<file path="config.mk">
export PLATFORM = sky130hd
export DESIGN_NAME = ipfpc_cell
export DESIGN_NICKNAME = d
export VERILOG_FILES = /design/src/sv/ipv4_fragment_port_cache_defines.svh /design/src/sv/ipfpc_pkg.sv /design/src/sv/ipfpc_cell.sv
export SDC_FILE = /design/constraint.sdc
export NUM_CORES = 1
export LEC_CHECK = 0
export ABC_CLOCK_PERIOD_IN_PS = 2300
export BUFFER_PORTS_ARGS = -buffer_cell sky130_fd_sc_hd__buf_2
export CAP_MARGIN = 20
export CORE_AREA = 2 2 177 179
export DETAILED_ROUTE_END_ITERATION = 8
export DIE_AREA = 0 0 179 181
export MAX_ROUTING_LAYER = met4
export PLACE_DENSITY = 0.52
export SYNTH_ARGS = -nofsm -noshare
export SYNTH_HDL_FRONTEND = slang
export SYNTH_SLANG_ARGS = --single-unit
</file>
<file path="constraint.sdc">
create_clock -name clk -period 2.3 [get_ports clk]
set_input_delay 0.23 -clock clk [delete_from_list [all_inputs] [get_ports clk]]
set_output_delay 0.23 -clock clk [all_outputs]
set_load 0.05 [all_outputs]
</file>
<file path="src/sv/ipv4_fragment_port_cache_defines.svh">
// Assertion macros shared by the fragment port cache RTL.
// Included by files that carry concurrent checks; expects clk and rst_n in scope.
`ifndef IPV4_FRAGMENT_PORT_CACHE_DEFINES_SVH
`define IPV4_FRAGMENT_PORT_CACHE_DEFINES_SVH

// same-cycle implication
`define IPFPC_ASSERT_NOW(lbl, ante, cons, msg) \
    lbl: assert property (@(posedge clk) disable iff (!rst_n) (ante) |-> (cons)) \
        else $error(msg);

// next-cycle implication
`define IPFPC_ASSERT_NEXT(lbl, ante, cons, msg) \
    lbl: assert property (@(posedge clk) disable iff (!rst_n) (ante) |=> (cons)) \
        else $error(msg);

`endif

</file>
<file path="src/sv/ipfpc_pkg.sv">
// Types and constants for the IPv4 fragment port cache.
// No dependencies; imported by ipfpc_cell and ipv4_fragment_port_cache.
`timescale 1ns / 1ps

package ipfpc_pkg;

    localparam logic [7:0] PROTO_TCP = 8'd6;
    localparam logic [7:0] PROTO_UDP = 8'd17;

    localparam logic [1:0] STATUS_OTHER = 2'd0;
    localparam logic [1:0] STATUS_OWN   = 2'd1;
    localparam logic [1:0] STATUS_HIT   = 2'd2;
    localparam logic [1:0] STATUS_MISS  = 2'd3;

    typedef struct packed {
        logic [15:0] ident;
        logic [31:0] src;
        logic [31:0] dst;
        logic [7:0]  proto;
    } key_t;

    typedef struct packed {
        logic        valid;
        key_t        key;
        logic [15:0] sport;
        logic [15:0] dport;
    } entry_t;

    typedef enum logic [1:0] {
        CELL_HOLD,
        CELL_PUSH,
        CELL_PULL
    } cell_op_t;

    typedef enum logic [1:0] {
        S_IDLE,
        S_CMP,
        S_SEL,
        S_UPD
    } state_t;

endpackage

</file>
<file path="src/sv/ipfpc_cell.sv">
// One position of the recency chain: holds one cache entry and compares it to the key.
// Depends on ipfpc_pkg.
`timescale 1ns / 1ps

module ipfpc_cell
    import ipfpc_pkg::*;
(
    input  logic     clk,
    input  logic     rst_n,
    input  cell_op_t op,
    input  entry_t   left_entry,
    input  entry_t   right_entry,
    input  key_t     key,
    output entry_t   entry,
    output logic     match
);

    logic        valid_reg;
    logic        valid_next;
    key_t        key_reg;
    key_t        key_next;
    logic [15:0] sport_reg;
    logic [15:0] sport_next;
    logic [15:0] dport_reg;
    logic [15:0] dport_next;

    always_comb
    begin
        valid_next = valid_reg;
        key_next   = key_reg;
        sport_next = sport_reg;
        dport_next = dport_reg;
        case (op)
            CELL_PUSH:
            begin
                valid_next = left_entry.valid;
                key_next   = left_entry.key;
                sport_next = left_entry.sport;
                dport_next = left_entry.dport;
            end
            CELL_PULL:
            begin
                valid_next = right_entry.valid;
                key_next   = right_entry.key;
                sport_next = right_entry.sport;
                dport_next = right_entry.dport;
            end
            default:
            begin
                valid_next = valid_reg;
            end
        endcase
    end

    always_ff @(posedge clk or negedge rst_n)
    begin
        if (!rst_n)
        begin
            valid_reg <= 1'b0;
        end
        else
        begin
            valid_reg <= valid_next;
        end
    end

    always_ff @(posedge clk)
    begin
        key_reg   <= key_next;
        sport_reg <= sport_next;
        dport_reg <= dport_next;
    end

    assign entry.valid = valid_reg;
    assign entry.key   = key_reg;
    assign entry.sport = sport_reg;
    assign entry.dport = dport_reg;
    assign match       = valid_reg && (key_reg == key);

endmodule

</file>
==> qor_table.md <==
| Stage | Item | Reported |
|:---|:---|:---|
| status | Outcome | complete, but fails checks |
| status | Violated checks | setup timing |
| logic synthesis | Post-synthesis cell type with the largest combined area | edfxtp_1 |
| placement | Placed cell count | 1260 |
| cts | TritonCTS clock tree | done |
| route | Vias post-DR | 5186 |
| logic synthesis | Most used standard cells in the synthesized netlist | 120 x edfxtp_1, 120 x mux2_2, 50 x xnor2_1 |
| setup path | Most prevalent standard cell on the critical path | nor4_4 |
| die | Overall die width | 179 um |
| final layout | # nets final | 1220 |
| timing | Post-route clock period utilization | 113% |
| timing | Finish-stage setup viols | 1 |
| route | Antenna viol nets, final | 0 |
| timing | RSZ-0062 raised after global routing | true |
| power and ir drop | P per Cell Area | 867 nW/um2 |
| route | Post-route DRC | 0 |
| placement | Final weighted congestion in routability-driven placement | 0.866 |
| global route | Wire length of the first global-routing pass | 31.2 mm |
| setup path | Reg2reg path depth | 2 |
| logic synthesis | Synth Cell Area | 6170 um2 |
| setup path | Startpoint class of the critical path | register |
| route | Final Routed Wirelength | 22.2 mm |
| timing | Worst slew margin relative to its limit | 60.8% |
| die | Top-Level Pins | 456 |
| logic synthesis | Portion of synthesized cell area occupied by the leading cell type | 58.4% |
| cts | Number of clock sinks seen by CTS | 121 |
| timing | Setup slack after layout | -0.297 ns |
| worst hold path | Hold worst-path end | sport_reg[5] |
| placement | Cell area after placement | 9060 um2 |
| global route | Overflow left after global routing | 0 |
| die | Core Region | 30300 um2 |
| global route | Overall routing resource usage | 13.6% |
| job | Max-Cap Viols | 0 |
| worst hold path | Class of the tightest hold or removal check | input pin to register |
| logic synthesis | Leading cell types by total area after synthesis | edfxtp_1 58%, mux2_2 22%, xnor2_1 7.1% |
| setup path | Buf+Inv Stages, Crit Path | 2 |
| setup path | Destination of the worst register-to-register timing path | valid_reg |
| final layout | Flip-flop count of the largest register, all copies and words added | 88 |
| setup path | WP data required | 2.07 ns |
| cts | Clock insertion delay at the later pin of the skew report | 0.41 ns |
| worst hold path | Hold Path Origin | left_entry[21] |
| setup path | Type of element capturing the critical path | output pin |
| final layout | Fraction of final layout cells sized beyond drive strength 1 | 69.7% |
| cts | CTS clock-pin slew for the worst setup and hold paths | 0.07 ns |
| final layout | Layout overhead on the synthesized area | 58.4% |
| cts | Root cell of the clock tree | clkbuf_16 |
| cts | Clock Path Buffers | 2 |
| placement | Final HPWL from detailed placement | 18.2 mm |
| die | DIE HEIGHT | 181 um |
| cts | CTS buffer count | 17 |
| setup path | Highest cell delay on the worst timing path | 0.42 ns |
| route | First-pass iteration count of the detailed router | 4 |
| die | Initial core utilization | 20.3% |
| global route | Maximum number of pins on one net before global-route repair | 66 |
| timing | Max Clk Rate | 385 MHz |
| final layout | Finished Cell Area | 9780 um2 |
| global route | Number of global-route vias before repair | 5535 |
| global route | Initial antenna violation count | 2 |
| timing | Post-layout min period | 2.60 ns |
| final layout | Final core utilization | 32.2% |
| die | Row cnt | 64 |
| logic synthesis | Nets in the synthesized netlist | 746 |
| logic synthesis | Most common flop cell mapped by yosys | edfxtp_1 |
| power and ir drop | Pleak | 4.25 nW |
| setup path | Launching point of the worst reg2reg path | valid_reg |
| timing | Slew @ Worst Pin | 0.582 ns |
| timing | Setup skew after layout | 0 ns |
| logic synthesis | Number of enable flip-flop cells after synthesis | 120 |
| logic synthesis | Post-synthesis cell type count | 34 |
| logic synthesis | Cells after synthesis | 411 |
| logic synthesis | Sequential-to-total area share from yosys stat | 58.8% |
| setup path | Highest-delay cell along the critical path | edfxtp_1 |
| logic synthesis | Number of warning messages in the yosys log | 0 |
| logic synthesis | Avg Synthesized Cell Area | 15.0 um2 |
| setup path | Class of the most critical setup path | register to output pin |
| logic synthesis | Yosys reg bits | 121 |
| setup path | Cell family with most CP delay | simple AND/OR/NAND/NOR gates |
| route | DR vias/cell | 4.00 |
| setup path | Worst reg-to-reg setup slack | 1.56 ns |
| timing | Number of hold violations in the final report | 0 |
| placement | Placement Setup Slack | -0.424 ns |
| timing | Post-route worst hold slack | 0.110 ns |
| logic synthesis | Async set-or-reset flop fraction in the synthesized netlist | 0.826% |
| setup path | CP Max Fanout | 2 |
| setup path | Cell Chain, Critical Path | xnor2_2, nand4_1, nor4_4, buf_4, nand3_4, nor4_4, buf_12 |
| power and ir drop | Post-layout power | 8.47 mW |
| timing | Final-report max-slew violation count | 0 |
| route | Average wire per standard cell | 17.1 um |
| worst hold path | Cell depth of the worst hold path | 2 |
| setup path | Arr. time, crit path | 2.37 ns |
| die | Die footprint | 32400 um2 |
| route | Initial detailed-routing violation count | 172 |
| placement | IO Port Bufs | 455 |
| final layout | Number of cells in the finished layout apart from fillers | 1296 |
| power and ir drop | Worst vdd rail ir drop | 0.000399 V |
| timing | Setup TNS | -0.297 ns |
| cts | Number of levels in the clock H-tree | 4 |
==> kinds of logic (layout without fill, tap and decap cells) <==
| group | after synthesis | after routing | synth area share (%) |
|---|---|---|---|
| xor gates and xnor gates | 62 | 62 | 8.80 |
| AOI/OAI and AO/OA | 21 | 21 | 2.72 |
| and+or+nand+nor | 50 | 50 | 5.07 |
| muxes | 121 | 121 | 22.1 |
| DFF | 121 | 121 | 58.8 |
| buffers and inverters | 35 | 522 | 2.39 |
| other | 0 | 2 | 0 |
| adders and majority gates | 1 | 1 | 0.203 |
==> area by class of cell <==
class	count	area, um2
Clock inverter	11	194
Timing Repair Buffer	469	2450
Tap cell	396	495
Multi-Input combinational cell	255	2450
Sequential cell	121	3630
Inverter	21	90.1
Clock buffer	21	460
Antenna cell	2	5.00
Fill cell	3112	20600
==> worst max-delay path by stage <==
| stage | start | end | slack (ns) | depth (start not counted) |
|---|---|---|---|---|
| finish | entry[92] | match | -0.30 | 7 |
| global placement | entry[92] | match | -0.42 | 7 |
| CTS | entry[44] | match | -0.50 | 7 |
| floorplan | op[0] | dport_reg[0] | -0.36 | 3 |
| detailed placement | entry[92] | match | -0.42 | 7 |
| global route | entry[68] | match | -0.50 | 7 |
==> worst reg2reg max path: stages, from the launching register on <==
cell	delay (ns)
dfrtp_1	0.45
nand2_1	0.08
o21ai_0	0.08
==> placed cells by master (no fill, tap or decap), types with 2 or more instances in the layout <==
cell | netlist | final
nor4_1 | 7 | 6
clkinv_4 | 0 | 2
inv_1 | 21 | 19
edfxtp_1 | 120 | 120
xor2_1 | 12 | 12
a22oi_1 | 4 | 4
nand2b_1 | 16 | 16
mux2_2 | 120 | 120
buf_12 | 0 | 5
clkbuf_1 | 1 | 2
clkbuf_16 | 0 | 17
xnor2_1 | 50 | 49
clkinv_2 | 0 | 2
buf_4 | 1 | 9
diode_2 | 0 | 2
clkbuf_8 | 0 | 2
bufinv_16 | 0 | 5
and2b_1 | 2 | 2
o2111ai_1 | 6 | 6
nand4_1 | 14 | 14
nor2b_1 | 3 | 3
clkinvlp_4 | 0 | 2
nor4_4 | 0 | 2
buf_2 | 10 | 454
o22ai_1 | 4 | 4
==> report_power, final <==
group | switching (mW) | leakage [nW] | internal (mW)
clock | 1.03 | 0.318 | 1.99
combinational | 1.68 | 2.75 | 0.767
sequential | 0.190 | 1.19 | 2.82
total | 2.90 | 4.25 | 5.57
==> what timing repair did <==
action	CTS	global route
endpoints found under the hold margin	1	0
cloned	0	0
pin swaps	4	3
setup endpoints to repair	1	1
hold buffers	1	0
resized for setup	4	1
setup buffers	1	0
==> routing by layer <==
| metal | part of all wire (%) | track usage (%) | up-vias |
|---|---|---|---|
| met1 | 38 | 14.4 | 2391 |
| met5 | 0 | - | - |
| li1 | - | - | 2511 |
| met2 | 52 | 24.2 | 267 |
| met3 | 9.0 | 3.89 | 17 |
| met4 | 1.5 | 3.77 | 0 |
Power figures use the tool's default switching activity.
